==> config.mk <==
export PLATFORM = sky130hd
export DESIGN_NAME = nbiot_frame_sync_tracker
export DESIGN_NICKNAME = d
export VERILOG_FILES = /design/src/rtl/nfst_pkg.sv /design/src/rtl/nfst_div.sv /design/src/rtl/nfst_ctrl.sv /design/src/rtl/nfst_dp.sv /design/src/rtl/nbiot_frame_sync_tracker.sv
export SDC_FILE = /design/constraint.sdc
export NUM_CORES = 2
export LEC_CHECK = 0
export ABC_AREA = 0
export BUFFER_PORTS_ARGS = -buffer_cell sky130_fd_sc_hd__buf_4
export CAP_MARGIN = 20
export CORE_MARGIN = 2
export CORE_UTILIZATION = 40
export DETAILED_ROUTE_END_ITERATION = 10
export PLACE_DENSITY_LB_ADDON = 0.15
export SETUP_SLACK_MARGIN = 0.1
export SYNTH_ARGS = -nofsm -noshare
export SYNTH_HDL_FRONTEND = slang
export SYNTH_HIERARCHICAL = 1
export SYNTH_SLANG_ARGS = --single-unit
export TNS_END_PERCENT = 50
==> constraint.sdc <==
create_clock -name clk -period 12 [get_ports clk]
set_input_delay 2.4 -clock clk [delete_from_list [all_inputs] [get_ports clk]]
set_output_delay 2.4 -clock clk [all_outputs]
set_load 0.03 [all_outputs]
==> src/rtl/nfst_pkg.sv <==
`default_nettype none
// ----------------------------------------------------------------------------
// nfst_pkg
// Shared types and constants of the frame sync tracker.
// ----------------------------------------------------------------------------
package nfst_pkg;

	localparam int MAX_SLIP        = 128;
	localparam int LOST_LIMIT      = 4;
	localparam int FRAME_SUBFRAMES = 10;
	localparam int OFF_LIMIT       = 30720;

	localparam int DIVN_W  = 48;
	localparam int DIVD_W  = 19;
	localparam int DIVC_W  = 6;
	localparam int MULC_W  = 5;
	localparam int MULP_W  = 17;
	localparam int MULA_W  = 67;
	localparam int CFG_W   = 17;
	localparam int CFGI_W  = 4;

	localparam logic [1:0] OUTC_NONE   = 2'd0;
	localparam logic [1:0] OUTC_FOUND  = 2'd1;
	localparam logic [1:0] OUTC_NOROOM = 2'd2;
	localparam logic [1:0] OUTC_ERROR  = 2'd3;

	localparam logic [1:0] ST_NOSYNC = 2'd0;
	localparam logic [1:0] ST_SYNC   = 2'd1;
	localparam logic [1:0] ST_ERR    = 2'd2;

	localparam logic [CFGI_W-1:0] CFG_SF_LEN   = 4'd0;
	localparam logic [CFGI_W-1:0] CFG_FFT_LEN  = 4'd1;
	localparam logic [CFGI_W-1:0] CFG_CORR_OFF = 4'd2;
	localparam logic [CFGI_W-1:0] CFG_OFF_PER  = 4'd3;
	localparam logic [CFGI_W-1:0] CFG_SFO_W    = 4'd4;
	localparam logic [CFGI_W-1:0] CFG_FIND_AVG = 4'd5;
	localparam logic [CFGI_W-1:0] CFG_AGC_EN   = 4'd6;
	localparam logic [CFGI_W-1:0] CFG_AGC_PER  = 4'd7;

	typedef enum logic [3:0] {
		S_IDLE,
		S_DECIDE,
		S_DIV_GO,
		S_DIV_WAIT,
		S_TRK,
		S_ADJ,
		S_MUL_GO,
		S_MUL_WAIT,
		S_FEND,
		S_FIN
	} state_t;

	typedef enum logic [2:0] {
		DOP_FIND,
		DOP_AGC,
		DOP_PHASE,
		DOP_TERM,
		DOP_MEAN
	} div_op_t;

	typedef struct packed {
		logic    load;
		logic    decide;
		logic    trk;
		logic    div_start;
		logic    div_take;
		logic    adj;
		logic    mul_start;
		logic    mul_take;
		logic    fend;
		logic    fin;
		div_op_t div_op;
	} cmd_t;

	typedef struct packed {
		logic       track;
		logic [1:0] outc;
		logic       sf5;
		logic       find_div;
		logic       agc_div;
		logic       period_nz;
		logic       phase_zero;
		logic       div_done;
		logic       mul_done;
	} stat_t;

endpackage
`default_nettype wire

==> src/rtl/nfst_div.sv <==
`default_nettype none
// ----------------------------------------------------------------------------
// nfst_div
// Radix-2 restoring divider, one quotient bit per cycle.
// ----------------------------------------------------------------------------
module nfst_div import nfst_pkg::*; (
	input  wire logic              clk,
	input  wire logic              arst_n,
	input  wire logic              start,
	input  wire logic [DIVN_W-1:0] dividend,
	input  wire logic [DIVD_W-1:0] divisor,
	output logic      [DIVN_W-1:0] quotient,
	output logic      [DIVD_W-1:0] remainder,
	output logic                   done
);

	logic [DIVN_W-1:0] quo_q;
	logic [DIVD_W-1:0] rem_q;
	logic [DIVD_W-1:0] dvs_q;
	logic [DIVC_W-1:0] cnt_q;
	logic              busy_q;
	logic              done_q;
	logic [DIVD_W:0]   rem_sh;
	logic [DIVD_W:0]   rem_nx;
	logic              ge;

	always_comb begin
		rem_sh = {rem_q, quo_q[DIVN_W-1]};
		ge     = rem_sh >= {1'b0, dvs_q};
		rem_nx = ge ? rem_sh - {1'b0, dvs_q} : rem_sh;
	end

	always_ff @(posedge clk or negedge arst_n) begin
		if (!arst_n) begin
			busy_q <= 1'b0;
			done_q <= 1'b0;
			cnt_q  <= '0;
		end else begin
			done_q <= 1'b0;
			if (start) begin
				busy_q <= 1'b1;
				cnt_q  <= '0;
			end else if (busy_q) begin
				cnt_q <= cnt_q + 1'b1;
				if (cnt_q == DIVC_W'(DIVN_W - 1)) begin
					busy_q <= 1'b0;
					done_q <= 1'b1;
				end
			end
		end
	end

	always_ff @(posedge clk) begin
		if (start) begin
			quo_q <= dividend;
			rem_q <= '0;
			dvs_q <= divisor;
		end else if (busy_q) begin
			quo_q <= {quo_q[DIVN_W-2:0], ge};
			rem_q <= rem_nx[DIVD_W-1:0];
		end
	end

	assign quotient  = quo_q;
	assign remainder = rem_q;
	assign done      = done_q;

endmodule
`default_nettype wire

==> src/rtl/nfst_ctrl.sv <==
`default_nettype none
// ----------------------------------------------------------------------------
// nfst_ctrl
// Sequencer: steps the datapath through one item and owns the handshakes.
// ----------------------------------------------------------------------------
module nfst_ctrl import nfst_pkg::*; (
	input  wire logic  clk,
	input  wire logic  arst_n,
	input  wire logic  in_valid,
	output logic       in_stall,
	output logic       out_valid,
	input  wire logic  out_stall,
	input  wire stat_t stat,
	output cmd_t       cmd
);

	state_t  state_q, state_d;
	div_op_t op_q, op_d;
	logic    out_valid_q;
	logic    out_free;

	assign out_free = !out_valid_q || !out_stall;

	always_comb begin
		state_d = state_q;
		op_d    = op_q;
		unique case (state_q)
			S_IDLE: if (in_valid) state_d = S_DECIDE;
			S_DECIDE: begin
				if (!stat.track) begin
					if (stat.find_div) begin
						state_d = S_DIV_GO;
						op_d    = DOP_FIND;
					end else begin
						state_d = S_FIN;
					end
				end else if (stat.sf5) begin
					if (stat.agc_div) begin
						state_d = S_DIV_GO;
						op_d    = DOP_AGC;
					end else begin
						state_d = S_TRK;
					end
				end else begin
					state_d = S_FIN;
				end
			end
			S_DIV_GO: state_d = S_DIV_WAIT;
			S_DIV_WAIT: begin
				if (stat.div_done) begin
					unique case (op_q)
						DOP_FIND: state_d = S_FIN;
						DOP_AGC:  state_d = S_TRK;
						DOP_PHASE: begin
							state_d = S_DIV_GO;
							op_d    = DOP_TERM;
						end
						DOP_TERM: state_d = stat.phase_zero ? S_ADJ : S_FEND;
						DOP_MEAN: state_d = S_MUL_GO;
						default:  state_d = S_FIN;
					endcase
				end
			end
			S_TRK: begin
				if (stat.outc == OUTC_FOUND) begin
					if (stat.period_nz) begin
						state_d = S_DIV_GO;
						op_d    = DOP_PHASE;
					end else begin
						state_d = S_ADJ;
					end
				end else begin
					state_d = S_FIN;
				end
			end
			S_ADJ: begin
				if (stat.period_nz) begin
					state_d = S_DIV_GO;
					op_d    = DOP_MEAN;
				end else begin
					state_d = S_MUL_GO;
				end
			end
			S_MUL_GO:   state_d = S_MUL_WAIT;
			S_MUL_WAIT: if (stat.mul_done) state_d = S_FEND;
			S_FEND:     state_d = S_FIN;
			S_FIN:      if (out_free) state_d = S_IDLE;
			default:    state_d = S_IDLE;
		endcase
	end

	always_comb begin
		cmd           = '0;
		cmd.div_op    = op_q;
		cmd.load      = (state_q == S_IDLE) && in_valid;
		cmd.decide    = (state_q == S_DECIDE);
		cmd.trk       = (state_q == S_TRK);
		cmd.div_start = (state_q == S_DIV_GO);
		cmd.div_take  = (state_q == S_DIV_WAIT) && stat.div_done;
		cmd.adj       = (state_q == S_ADJ);
		cmd.mul_start = (state_q == S_MUL_GO);
		cmd.mul_take  = (state_q == S_MUL_WAIT) && stat.mul_done;
		cmd.fend      = (state_q == S_FEND);
		cmd.fin       = (state_q == S_FIN) && out_free;
	end

	always_ff @(posedge clk or negedge arst_n) begin
		if (!arst_n) begin
			state_q     <= S_IDLE;
			op_q        <= DOP_FIND;
			out_valid_q <= 1'b0;
		end else begin
			state_q <= state_d;
			op_q    <= op_d;
			if (cmd.fin)
				out_valid_q <= 1'b1;
			else if (!out_stall)
				out_valid_q <= 1'b0;
		end
	end

	assign in_stall  = (state_q != S_IDLE);
	assign out_valid = out_valid_q;

endmodule
`default_nettype wire

==> src/rtl/nfst_dp.sv <==
`default_nettype none
// ----------------------------------------------------------------------------
// nfst_dp
// Datapath: configuration, tracker state, offset arithmetic and result register.
// ----------------------------------------------------------------------------
module nfst_dp import nfst_pkg::*; (
	input  wire logic              clk,
	input  wire logic              arst_n,
	input  wire logic              cfg_we,
	input  wire logic [CFGI_W-1:0] cfg_index,
	input  wire logic [CFG_W-1:0]  cfg_data,
	input  wire logic [1:0]        sync_outcome,
	input  wire logic [18:0]       peak_position,
	input  wire cmd_t              cmd,
	output stat_t                  stat,
	output logic [1:0]             sync_status,
	output logic                   tracking_mode,
	output logic [3:0]             subframe_index,
	output logic [18:0]            drop_samples,
	output logic [18:0]            next_receive_length,
	output logic                   correlate_next,
	output logic                   agc_now,
	output logic signed [15:0]     last_offset,
	output logic signed [31:0]     sfo_estimate_q16
);

	// configuration
	logic [14:0] sl_q, coff_q;
	logic [11:0] fft_q;
	logic [10:0] oper_q, agcper_q;
	logic [16:0] w_q;
	logic [3:0]  fav_q;
	logic        agcen_q;

	// tracker state
	logic               track_q;
	logic [3:0]         sf_q, hits_q;
	logic [31:0]        good_q, tframes_q;
	logic [2:0]         missed_q;
	logic signed [47:0] accum_q;
	logic signed [31:0] sfo_q;
	logic signed [15:0] lastoff_q;

	// per-item working registers
	logic [1:0]         outc_q;
	logic [18:0]        peak_q;
	logic [1:0]         status_q;
	logic [18:0]        drop_q;
	logic               agc_q;
	logic signed [19:0] slip_q;
	logic               phase_zero_q;
	logic signed [19:0] adj_q;
	logic signed [48:0] mean_q;
	logic signed [31:0] ema_q;

	// serial multiplier
	logic [MULA_W-1:0] mcand_q, macc_q;
	logic [MULP_W-1:0] mplier_q;
	logic [MULC_W-1:0] mcnt_q;
	logic              mbusy_q, mdone_q;
	logic              dneg_q;

	// result register
	logic [1:0]         ro_status_q;
	logic               ro_track_q;
	logic [3:0]         ro_sf_q;
	logic [18:0]        ro_drop_q, ro_nlen_q;
	logic               ro_corr_q, ro_agc_q;
	logic signed [15:0] ro_off_q;
	logic signed [31:0] ro_sfo_q;

	// divider
	logic [DIVN_W-1:0] div_n, div_q;
	logic [DIVD_W-1:0] div_d, div_r;
	logic              div_done;
	logic [DIVN_W-1:0] q_rnd;

	logic [18:0]        flen_frame, half_frame, flen_cur;
	logic [3:0]         hits_inc, sf_next;
	logic [2:0]         missed_inc;
	logic               realign;
	logic signed [20:0] diff_pk, d_find;
	logic [20:0]        dfind_mag;
	logic signed [15:0] d_clamp;
	logic [15:0]        loff_mag;
	logic [47:0]        accum_mag;
	logic [18:0]        find_drop;
	logic signed [48:0] term, sum49;
	logic signed [47:0] accum_sat;
	logic [48:0]        arnd_sum;
	logic signed [33:0] arnd;
	logic signed [19:0] adj_c;
	logic signed [49:0] diff50;
	logic [49:0]        diff_mag;
	logic [16:0]        w_eff;
	logic [MULA_W:0]    e_sum;
	logic signed [52:0] e_s;
	logic signed [53:0] s54;
	logic signed [31:0] ema_c;
	logic signed [19:0] a_fin;
	logic [19:0]        slip_mag;
	logic [18:0]        slip_min;

	always_comb begin
		flen_frame = 19'(19'(sl_q) * 19'(FRAME_SUBFRAMES));
		half_frame = 19'(19'(sl_q) * 19'(FRAME_SUBFRAMES / 2));
		hits_inc   = (hits_q == 4'hF) ? hits_q : hits_q + 4'd1;
		missed_inc = (missed_q == 3'h7) ? missed_q : missed_q + 3'd1;
		sf_next    = (sf_q >= 4'(FRAME_SUBFRAMES - 1)) ? 4'd0 : sf_q + 4'd1;
		realign    = (outc_q == OUTC_FOUND) &&
		             ((hits_inc >= fav_q) || (peak_q < {6'b0, fft_q, 1'b0}));
		diff_pk    = $signed({2'b0, peak_q}) - $signed({6'b0, coff_q});
		d_find     = diff_pk + $signed({2'b0, half_frame});
		dfind_mag  = d_find[20] ? 21'(-d_find) : 21'(d_find);
		if (diff_pk > 21'sd30720)
			d_clamp = 16'(OFF_LIMIT);
		else if (diff_pk < -21'sd30720)
			d_clamp = -16'(OFF_LIMIT);
		else
			d_clamp = diff_pk[15:0];
		loff_mag  = lastoff_q[15] ? 16'(-lastoff_q) : 16'(lastoff_q);
		accum_mag = accum_q[47] ? 48'(-accum_q) : 48'(accum_q);
	end

	// divider operand selection
	always_comb begin
		case (cmd.div_op)
			DOP_FIND: begin
				div_n = 48'(dfind_mag);
				div_d = flen_frame;
			end
			DOP_AGC: begin
				div_n = 48'(tframes_q);
				div_d = 19'(agcper_q);
			end
			DOP_PHASE: begin
				div_n = 48'(good_q);
				div_d = 19'(oper_q);
			end
			DOP_TERM: begin
				div_n = {16'b0, loff_mag, 16'b0};
				div_d = 19'(oper_q);
			end
			DOP_MEAN: begin
				div_n = accum_mag;
				div_d = 19'(oper_q);
			end
			default: begin
				div_n = '0;
				div_d = '0;
			end
		endcase
	end

	nfst_div u_div (
		.clk       (clk),
		.arst_n    (arst_n),
		.start     (cmd.div_start),
		.dividend  (div_n),
		.divisor   (div_d),
		.quotient  (div_q),
		.remainder (div_r),
		.done      (div_done)
	);

	always_comb begin
		// round to nearest, halves away from zero
		q_rnd = div_q + 48'({div_r, 1'b0} >= {1'b0, div_d});
		// true non-negative modulo for the realign drop
		if (d_find[20] && div_r != '0)
			find_drop = flen_frame - div_r;
		else
			find_drop = div_r;
		term  = lastoff_q[15] ? -$signed({1'b0, q_rnd}) : $signed({1'b0, q_rnd});
		sum49 = $signed({accum_q[47], accum_q}) + term;
		if (sum49[48] != sum49[47])
			accum_sat = sum49[48] ? {1'b1, 47'b0} : {1'b0, {47{1'b1}}};
		else
			accum_sat = sum49[47:0];
		arnd_sum = {1'b0, accum_mag} + 49'd32768;
		arnd     = accum_q[47] ? -$signed({1'b0, arnd_sum[48:16]})
		                       : $signed({1'b0, arnd_sum[48:16]});
		if (arnd > 34'sd524287)
			adj_c = 20'sd524287;
		else if (arnd < -34'sd524288)
			adj_c = -20'sd524288;
		else
			adj_c = arnd[19:0];
		diff50   = $signed({mean_q[48], mean_q}) - 50'(sfo_q);
		diff_mag = diff50[49] ? 50'(-diff50) : 50'(diff50);
		w_eff    = (w_q > 17'd65536) ? 17'd65536 : w_q;
		e_sum    = {1'b0, macc_q} + (MULA_W + 1)'(32768);
		e_s      = dneg_q ? -$signed({1'b0, e_sum[MULA_W:16]})
		                  : $signed({1'b0, e_sum[MULA_W:16]});
		s54      = 54'(sfo_q) + 54'(e_s);
		if (s54 > 54'sd2147483647)
			ema_c = 32'sh7FFFFFFF;
		else if (s54 < -54'sd2147483648)
			ema_c = 32'sh80000000;
		else
			ema_c = s54[31:0];
		a_fin    = phase_zero_q ? adj_q : 20'sd0;
		flen_cur = track_q ? 19'(sl_q) : flen_frame;
		slip_mag = slip_q[19] ? 20'(-slip_q) : 20'(slip_q);
		slip_min = (slip_mag > {1'b0, flen_cur}) ? flen_cur : slip_mag[18:0];
	end

	always_comb begin
		stat            = '0;
		stat.track      = track_q;
		stat.outc       = outc_q;
		stat.sf5        = (sf_next == 4'd5);
		stat.find_div   = realign && (flen_frame != '0);
		stat.agc_div    = agcen_q && (agcper_q != '0);
		stat.period_nz  = (oper_q != '0);
		stat.phase_zero = phase_zero_q;
		stat.div_done   = div_done;
		stat.mul_done   = mdone_q;
	end

	// configuration and tracker state
	always_ff @(posedge clk or negedge arst_n) begin
		if (!arst_n) begin
			sl_q      <= 15'd1920;
			fft_q     <= 12'd128;
			coff_q    <= '0;
			oper_q    <= 11'd10;
			w_q       <= 17'd6554;
			fav_q     <= 4'd1;
			agcen_q   <= 1'b0;
			agcper_q  <= '0;
			track_q   <= 1'b0;
			sf_q      <= '0;
			hits_q    <= '0;
			good_q    <= '0;
			missed_q  <= '0;
			tframes_q <= '0;
			accum_q   <= '0;
			sfo_q     <= '0;
			lastoff_q <= '0;
		end else begin
			if (cfg_we) begin
				unique case (cfg_index)
					CFG_SF_LEN:   sl_q     <= cfg_data[14:0];
					CFG_FFT_LEN:  fft_q    <= cfg_data[11:0];
					CFG_CORR_OFF: coff_q   <= cfg_data[14:0];
					CFG_OFF_PER:  oper_q   <= cfg_data[10:0];
					CFG_SFO_W:    w_q      <= cfg_data;
					CFG_FIND_AVG: fav_q    <= cfg_data[3:0];
					CFG_AGC_EN:   agcen_q  <= cfg_data[0];
					CFG_AGC_PER:  agcper_q <= cfg_data[10:0];
					default: ;
				endcase
			end
			if (cmd.decide) begin
				if (!track_q) begin
					if (outc_q == OUTC_FOUND) begin
						if (realign) begin
							good_q    <= '0;
							missed_q  <= '0;
							tframes_q <= '0;
							hits_q    <= '0;
							accum_q   <= '0;
							sf_q      <= 4'd9;
							track_q   <= 1'b1;
						end else begin
							hits_q <= hits_inc;
							sf_q   <= 4'd5;
						end
					end
				end else begin
					sf_q <= sf_next;
				end
			end
			if (cmd.trk) begin
				unique case (outc_q)
					OUTC_ERROR: ;
					OUTC_NOROOM: begin
						track_q   <= 1'b0;
						tframes_q <= tframes_q + 32'd1;
					end
					OUTC_NONE: begin
						missed_q <= missed_inc;
						if (missed_inc >= 3'(LOST_LIMIT))
							track_q <= 1'b0;
						tframes_q <= tframes_q + 32'd1;
					end
					OUTC_FOUND: begin
						tframes_q <= tframes_q + 32'd1;
						lastoff_q <= d_clamp;
						if (oper_q == '0)
							accum_q <= {{16{d_clamp[15]}}, d_clamp, 16'b0};
					end
					default: ;
				endcase
			end
			if (cmd.div_take && cmd.div_op == DOP_TERM)
				accum_q <= accum_sat;
			if (cmd.fend) begin
				if (phase_zero_q) begin
					sfo_q   <= ema_q;
					accum_q <= '0;
				end
				good_q <= good_q + 32'd1;
			end
		end
	end

	// per-item working registers
	always_ff @(posedge clk) begin
		if (cmd.load) begin
			outc_q <= sync_outcome;
			peak_q <= peak_position;
		end
		if (cmd.decide) begin
			slip_q <= '0;
			if (!track_q) begin
				status_q <= (outc_q == OUTC_ERROR) ? ST_ERR : ST_NOSYNC;
				agc_q    <= (outc_q == OUTC_ERROR) ? 1'b0 : agcen_q;
				drop_q   <= (outc_q == OUTC_NOROOM) ? half_frame : '0;
			end else begin
				status_q <= ST_SYNC;
				drop_q   <= '0;
				agc_q    <= (sf_next == 4'd5) && agcen_q && (agcper_q == '0);
			end
		end
		if (cmd.trk) begin
			unique case (outc_q)
				OUTC_ERROR:  status_q <= ST_ERR;
				OUTC_NOROOM: status_q <= ST_NOSYNC;
				OUTC_NONE:   if (missed_inc >= 3'(LOST_LIMIT)) status_q <= ST_NOSYNC;
				OUTC_FOUND:  phase_zero_q <= 1'b1;
				default: ;
			endcase
		end
		if (cmd.div_take) begin
			case (cmd.div_op)
				DOP_FIND:  drop_q       <= find_drop;
				DOP_AGC:   agc_q        <= (div_r == '0);
				DOP_PHASE: phase_zero_q <= (div_r == '0);
				DOP_MEAN:  mean_q       <= accum_q[47] ? -$signed({1'b0, q_rnd})
				                                       : $signed({1'b0, q_rnd});
				default: ;
			endcase
		end
		if (cmd.adj) begin
			adj_q  <= adj_c;
			mean_q <= {accum_q[47], accum_q};
		end
		if (cmd.mul_take)
			ema_q <= ema_c;
		if (cmd.fend) begin
			if (a_fin > 20'sd0 && a_fin < 20'(MAX_SLIP)) begin
				drop_q <= 19'(a_fin);
				slip_q <= '0;
			end else begin
				slip_q <= a_fin;
			end
		end
	end

	// shift-add multiplier for the sfo update
	always_ff @(posedge clk or negedge arst_n) begin
		if (!arst_n) begin
			mbusy_q <= 1'b0;
			mdone_q <= 1'b0;
			mcnt_q  <= '0;
		end else begin
			mdone_q <= 1'b0;
			if (cmd.mul_start) begin
				mbusy_q <= 1'b1;
				mcnt_q  <= '0;
			end else if (mbusy_q) begin
				mcnt_q <= mcnt_q + 1'b1;
				if (mcnt_q == MULC_W'(MULP_W - 1)) begin
					mbusy_q <= 1'b0;
					mdone_q <= 1'b1;
				end
			end
		end
	end

	always_ff @(posedge clk) begin
		if (cmd.mul_start) begin
			mcand_q  <= MULA_W'(diff_mag);
			mplier_q <= w_eff;
			macc_q   <= '0;
			dneg_q   <= diff50[49];
		end else if (mbusy_q) begin
			if (mplier_q[0])
				macc_q <= macc_q + mcand_q;
			mcand_q  <= {mcand_q[MULA_W-2:0], 1'b0};
			mplier_q <= {1'b0, mplier_q[MULP_W-1:1]};
		end
	end

	// result register
	always_ff @(posedge clk) begin
		if (cmd.fin) begin
			ro_status_q <= status_q;
			ro_track_q  <= track_q;
			ro_sf_q     <= sf_q;
			ro_drop_q   <= drop_q;
			ro_nlen_q   <= flen_cur - slip_min;
			ro_corr_q   <= track_q ? (sf_q == 4'd4) : 1'b1;
			ro_agc_q    <= agc_q;
			ro_off_q    <= lastoff_q;
			ro_sfo_q    <= sfo_q;
		end
	end

	assign sync_status         = ro_status_q;
	assign tracking_mode       = ro_track_q;
	assign subframe_index      = ro_sf_q;
	assign drop_samples        = ro_drop_q;
	assign next_receive_length = ro_nlen_q;
	assign correlate_next      = ro_corr_q;
	assign agc_now             = ro_agc_q;
	assign last_offset         = ro_off_q;
	assign sfo_estimate_q16    = ro_sfo_q;

endmodule
`default_nettype wire

==> src/rtl/nbiot_frame_sync_tracker.sv <==
`default_nettype none
// ----------------------------------------------------------------------------
// nbiot_frame_sync_tracker
// Find/track timing controller for the narrowband downlink receive chain.
// ----------------------------------------------------------------------------
// One item is one received block with the correlator outcome and peak position;
// it gives one result item. The block works on one item at a time. A plain
// block steps through accept, decide and result load. A find peak that
// realigns, or a subframe 5 whose gain decision needs a modulo, adds one pass
// of the shared radix-2 divider, with its start and hand-off states.
// A found peak on subframe 5 can take up to four divider passes (gain modulo,
// phase, per-step offset term, mean) plus a serial multiply, with hand-off,
// for the sfo average. A finished result waits in an output register; the
// next item is taken once the result has been loaded there.
// ----------------------------------------------------------------------------
module nbiot_frame_sync_tracker import nfst_pkg::*; (
	input  wire logic              clk,
	input  wire logic              arst_n,
	// configuration write port
	input  wire logic              cfg_we,
	input  wire logic [CFGI_W-1:0] cfg_index,
	input  wire logic [CFG_W-1:0]  cfg_data,
	// input item channel
	input  wire logic              in_valid,
	output logic                   in_stall,
	input  wire logic [1:0]        sync_outcome,
	input  wire logic [18:0]       peak_position,
	// result item channel
	output logic                   out_valid,
	input  wire logic              out_stall,
	output logic [1:0]             sync_status,
	output logic                   tracking_mode,
	output logic [3:0]             subframe_index,
	output logic [18:0]            drop_samples,
	output logic [18:0]            next_receive_length,
	output logic                   correlate_next,
	output logic                   agc_now,
	output logic signed [15:0]     last_offset,
	output logic signed [31:0]     sfo_estimate_q16
);

	cmd_t  cmd;   // sequencer commands
	stat_t stat;  // datapath status back to the sequencer

	// sequencer: one state per arithmetic step of an item
	nfst_ctrl u_ctrl (
		.clk       (clk),
		.arst_n    (arst_n),
		.in_valid  (in_valid),
		.in_stall  (in_stall),
		.out_valid (out_valid),
		.out_stall (out_stall),
		.stat      (stat),
		.cmd       (cmd)
	);

	// datapath: config, tracker state, divider, multiplier, result register
	nfst_dp u_dp (
		.clk                 (clk),
		.arst_n              (arst_n),
		.cfg_we              (cfg_we),
		.cfg_index           (cfg_index),
		.cfg_data            (cfg_data),
		.sync_outcome        (sync_outcome),
		.peak_position       (peak_position),
		.cmd                 (cmd),
		.stat                (stat),
		.sync_status         (sync_status),
		.tracking_mode       (tracking_mode),
		.subframe_index      (subframe_index),
		.drop_samples        (drop_samples),
		.next_receive_length (next_receive_length),
		.correlate_next      (correlate_next),
		.agc_now             (agc_now),
		.last_offset         (last_offset),
		.sfo_estimate_q16    (sfo_estimate_q16)
	);

endmodule
`default_nettype wire
Word level (Yosys, flattened, before mapping)

Index checks and enable logic that the tools add are counted.

Flip-flop bits (word level): 779
Output and inout port bits: 97

$add $sub $neg: 27
Multipliers: 2
Order comparisons: 16
Equal/unequal tests: 43
Muxes and demuxes: 140
Bitwise gates (word level): 1
Reductions and logical operators: 56

Operator list:

| kind                     | number |
|---|---|
| $mux W48                 | 15 |
| $mux W32                 | 12 |
| $mux W49                 | 5 |
| $pmux W48 S5             | 1 |
| $mux W19                 | 10 |
| $mux W50                 | 3 |
| $mux W20                 | 6 |
| $add A67 B16 Y68 const B | 1 |
| $add A67 B67 Y67         | 1 |
| $add A32 B1 Y32 const B  | 2 |
| $mux W4                  | 15 |
| $mux W3                  | 19 |
| $pmux W19 S3             | 1 |
| $sub A19 B19 Y19         | 3 |
| $add A32 B53 Y54         | 1 |
| $gt A54 B32 Y1 const B   | 1 |
| $lt A54 B32 Y1 const B   | 1 |
| $mux W53                 | 1 |
| $neg A52 Y53             | 1 |
| $mux W17                 | 3 |
| $neg A50 Y50             | 1 |
| $sub A49 B32 Y50         | 1 |
| $add A48 B16 Y49 const B | 1 |
| $add A48 B49 Y49         | 1 |
| other kinds (74)         | 179 |

Depth between registers and ports, before layout

Depth after elaboration: 15
Mapped depth: 54

By module

The synthesis kept the hierarchy.

Modules (own cells, without submodules):

| module    | times used | cells each | area an instance (um^2) | seq. area each (um^2) |
|---|---|---|---|---|
| nfst_dp   | 1          | 6,783      | 56,507.9                | 17,951.0 |
| nfst_div  | 1          | 393        | 4,754.6                 | 2,592.5 |
| nfst_ctrl | 1          | 106        | 817.0                   | 200.2 |

Worst setup path after synthesis

No wires, ideal clock.

Path type: reg-to-reg
From: reg u_dp.sl_q[1]
To: reg u_dp.accum_q[32]
Arrival: 9.570 ns
Required time: 11.896 ns
Setup slack: 2.326 ns
Stages on the path, launching flop included: 46
Path buffers: 3
Cells stage by stage: dfrtp_1 > ha_1 > ha_1 > inv_1 > fa_1 > nor2b_1 > o21ai_0 > a21oi_1 > o21ai_0 > a21oi_1 > o21ai_0 > a21oi_1 > o21ai_0 > a21oi_1 > o21ai_0 > a21oi_1 > nand2_1 > ha_1 > (+10 left out) > nand2b_1 > or4_1 > or3b_2 > nand2_1 > xor2_1 > ha_1 > and3_1 > nand2_1 > or3_1 > o31a_1 > o211ai_1 > a21oi_1 > xnor2_1 > or2_2 > buf_2 > buf_2 > nand2_1 > a221oi_1

Longest elaborated chain between the ends: 12
Elaborated cells between the ends (all ways): 13
Classes of those cells: 3 x add/sub; 1 x mul; 1 x order compare; 1 x eq/ne; 7 x mux

RTL lines:

| item                                     | RTL line                       | text |
|---|---|---|
| start: declaration                       | nfst_dp.sv:28                  | `logic [14:0] sl_q, coff_q;` |
| start signal: assignment                 | nfst_dp.sv:244                 | `CFG_SF_LEN: sl_q <= cfg_data[14:0];` |
| $mul A15 B3 Y18 *                        | nfst_dp.sv:105                 | `flen_frame = 19'(19'(sl_q) * 19'(FRAME_SUBFRAMES));` |
| $pmux W19 S3 *                           | nfst_dp.sv:127                 | `case (cmd.div_op)` |
| $ge A20 B19 Y1 *                         | nfst_dp.sv:168                 | `q_rnd = div_q + 48'({div_r, 1'b0} >= {1'b0, div_d});` |
| $add A48 B1 Y48 *                        | nfst_dp.sv:168                 |  |
| $neg A48 Y49                             | nfst_dp.sv:174                 | `term = lastoff_q[15] ? -$signed({1'b0, q_rnd}) : $signed({1'b0, q_rnd});` |
| $mux W49 *                               | nfst_dp.sv:174                 |  |
| $add A48 B49 Y49 *                       | nfst_dp.sv:175                 | `sum49 = $signed({accum_q[47], accum_q}) + term;` |
| $mux W48 or $ne A1 B1 Y1 (tied branches) | nfst_dp.sv:177, nfst_dp.sv:176 |  |
| $mux W48 *                               | nfst_dp.sv:176                 | `if (sum49[48] != sum49[47])` |
| $mux W48 *                               | nfst_dp.sv:297                 | `if (cmd.div_take && cmd.div_op == DOP_TERM)` |
| $mux W48                                 | nfst_dp.sv:300                 | `if (phase_zero_q) begin` |
| $mux W48 *                               | nfst_dp.sv:299                 | `if (cmd.fend) begin` |
| end signal: assignment                   | nfst_dp.sv:292                 | `accum_q <= {{16{d_clamp[15]}}, d_clamp, 16'b0};` |
| end signal: assignment                   | nfst_dp.sv:298                 | `accum_q <= accum_sat;` |
| end: declaration                         | nfst_dp.sv:40                  | `logic signed [47:0] accum_q;` |

Mark *: on every way between the ends. The rest lies on a longest branch, timed or not.
A chain may end at the register's enable or synchronous reset.

Worst setup path after layout

From: reg u_dp.sl_q[3]
To: reg u_dp.accum_q[15]

Same word-level chain as after synthesis.

==> results.sh <==
export IMPL_nets=7739
export IMPL_synthDistinctLibCells=114
export IMPL_synth_xor_area_share_pct=9.82
export IMPL_synth_edf_count=372
export IMPL_cts_hold_buf=0
export IMPL_start_util_pct=40.3
export IMPL_ys_ff_latch=779
export IMPL_core_area_um2=154000
export IMPL_hold_path_class="flip-flop to flip-flop"
export IMPL_wl_mm=205
export IMPL_ff_latch_area_um2=20800
export IMPL_critical_path_arrival_ns=11.79
export IMPL_r2r_start="u_dp/sl_q[3]"
export IMPL_required_ns=12.60
export IMPL_async_reset_ff_share_pct=36.1
export IMPL_cts_sinks=779
export IMPL_setup_tns_ns=0
export IMPL_synth_main_ff_cell="edfxtp_1"
export IMPL_drive_above_1_share_pct=10.1
export IMPL_dieArea_um2=158000
export IMPL_clockBufferDepth=3
export IMPL_muxShareOfSynthArea_pct=3.89
export IMPL_finClkSkew_ns=0.0527
export IMPL_worstMarginPinSlew_ns=1.24
export IMPL_maxCapViolCount=0
export IMPL_layout_commonest_cell="nand2_1"
export IMPL_numCtsBuffers=95
export IMPL_die_h_um=398
export IMPL_setup_ws_ns=0.805
export IMPL_drc=0
export IMPL_yosysWarnings=6
export IMPL_crit_type="flip-flop to flip-flop"
export IMPL_ant_nets=0
export IMPL_cts_root_buf="clkbuf_16"
export IMPL_grt_max_degree=168
export IMPL_vias_per_cell=5.86
export IMPL_grtUsageMet1_pct=36.1
export IMPL_num_io_pins=144
export IMPL_rsz0062_at_grt="false"
export IMPL_drt_iter0_markers=4987
export IMPL_seq_area_frac_synth_pct=33.4
export IMPL_netlist_area_um2=62100
export IMPL_timing_hold_ws_ns=0.421
export IMPL_crit_fanout=15
export IMPL_final_hold_violation_count=0
export IMPL_busiest_layer="met2"
export IMPL_status="finished clean"
export IMPL_startpoint_type="flip-flop"
export IMPL_grt_use_met3_pct=2.78
export IMPL_nFillCells=15200
export IMPL_max_stage_delay_ns=0.59
export IMPL_numPlacedInstances=9219
export IMPL_dp_slack_ns=0.518
export IMPL_io_buffers=143
export IMPL_leakage_uw=0.0275
export IMPL_fin_crit_ns=11.20
export IMPL_synth_avg_cell_area_um2=8.53
export IMPL_multi_input_area_um2=38700
export IMPL_ir_drop_mv=0.135
export IMPL_grt_pass1_wl_mm=312
export IMPL_min_period_over_period_pct=93.3
export IMPL_place_congestion=0.929
export IMPL_antenna_found_initial=11
export IMPL_final_cell_mix="nand2_1, o21ai_0, nor2_1"
export IMPL_fp_row_count=144
export IMPL_timing_fmax_ghz=0.0893
export IMPL_synth_net_count=7744
export IMPL_yosys_area_share_adder_pct=8.49
export IMPL_slew_violations=0
export IMPL_vias=55100
export IMPL_synthesis_instances=7282
export IMPL_power_density_nw_per_um2=130
export IMPL_grt_pass1_vias=51100
export IMPL_worst_path_max_delay_cell="or4_1"
export IMPL_critPathCaptureType="flip-flop"
export IMPL_path_clk_slew_ns=0.07
export IMPL_overflow=0
export IMPL_area_growth_synth_to_final_pct=10.5
export IMPL_cts_tree="built"
export IMPL_wl_per_cell_um=21.8
export IMPL_relSlewSlack_pct=16.6
export IMPL_track_usage_pct=25.2
export IMPL_hold_start="u_dp/drop_q[9]"
export IMPL_synth_compound_area_share_pct=19.9
export IMPL_setup_viol=0
export IMPL_die_x_um=398
export IMPL_clock_latency_ns=0.74
export IMPL_ctsHtreeMaxLevel=3
export IMPL_synth_top_family_by_area="compound AO/OA/AOI/OAI gates"
export IMPL_dp_hpwl_mm=158
export IMPL_firstDrtPassIters=6
export IMPL_yosys_area_share_simple_pct=19.9
export IMPL_fin_cells=9405
export IMPL_grtUsageMet2_pct=39.7
export IMPL_cp_startpoint="u_dp/sl_q[3]"
## critical path, delay by kind of cell, from the launching register on
family | cells | cell delay, ns
simple gates | 15 | 4.30
compound gates | 16 | 3.31
fa+ha+maj | 7 | 1.95
xor+xnor | 3 | 0.60
buf+inv | 3 | 0.46
flops | 1 | 0.43
## synth_stat cells (all sizes together) (89+ instances only)
master  count  share of area [%]
nand2     822                5.0
o21ai     540                4.4
nor2      523                3.2
a21oi     480                3.9
xnor2     430                6.1
ha        405                8.2
edfxtp    372                 18
inv       367                2.2
clkbuf    277                1.7
dfrtp     266                 11
xor2      262                3.7
nand3     231                1.9
a21o      165                2.0
nor3      162                1.3
mux2      153                2.8
dfxtp     126                4.1
nand4     120                1.2
and3      106                1.1
a31oi      89               0.92
## where the power goes
part	switching [µW]	leakage [µW]	internal [µW]	total, µW
Clock	1250	0.00160	1780	3030
Combinational	1820	0.0182	1080	2900
Sequential	59.4	0.00764	2900	2960
## path summary, 6_finish.rpt
path / end / slack [ns] / cells past startpoint
worst max register to register: u_dp/accum_q[15] / 0.80 / 44
worst max-delay path: u_dp/accum_q[15] / 0.80 / 44
worst min register to register: u_dp/drop_samples[9] / 0.42 / 0
max in group asynchronous: u_dp/coff_q[3] / 8.07 / 3
min in group asynchronous: u_dp/accum_q[25] / 1.71 / 1
worst min-delay path: u_dp/drop_samples[9] / 0.42 / 0
## metal layers
layer	wire length [µm]	vias to the layer above
li1	-	26500
met1	95400	26900
met2	92300	1493
met3	11500	272
met4	5770	8
met5	54	-
## cell families (layout without fill, tap and decap cells)
logic type | count (synthesis) | in the layout
AOI/OAI and AO/OA | 1932 | 1932
xor gates and xnor gates | 693 | 693
adders and majority gates | 415 | 415
buffers and inverters | 718 | 795
DFF | 779 | 779
muxes | 222 | 222
other | 0 | 2
and+or+nand+nor | 2523 | 2523
## sequential cells by signal, indices dropped and copies added (netlist names), 20 cells and up
| register | flops |
|---|---|
| u_dp/slip_q | 20 |
| u_dp/ema_q | 32 |
| u_dp/sfo_q | 32 |
| u_dp/sfo_estimate_q16 | 32 |
| u_dp/u_div/quotient | 48 |
| u_dp/tframes_q | 32 |
| u_dp/accum_q | 48 |
| u_dp/mcand_q | 67 |
| u_dp/adj_q | 20 |
| u_dp/macc_q | 67 |
| u_dp/good_q | 32 |
| u_dp/mean_q | 49 |
## area by class of cell
cell class                 instances  area share (%)
multi-input combinational       5785            56.5
sequential                       779            30.2
clock buffer                     131            3.96
tap                             2044            3.73
timing repair buffer             248            2.79
inverter                         368            2.01
clock inverter                    48           0.809
antenna                            2         0.00729
## what timing repair did
action / 4_1_cts / 5_1_grt
setup endpoints to repair: 0 / 47
buffers inserted: 0 / 3
gates resized for setup: 0 / 19
## stage by stage
stage | total power, µW | area, µm² | util, %
finish | 8890 | 68600 | 44.6
CTS | 8910 | 68500 | 44.4
floorplan | 4900 | 62100 | -
global route | 9320 | 68600 | 44.5
detailed placement | 5820 | 65200 | 42.3
global placement | 5800 | 65200 | 42.3
(Power assumes the default switching activity.)
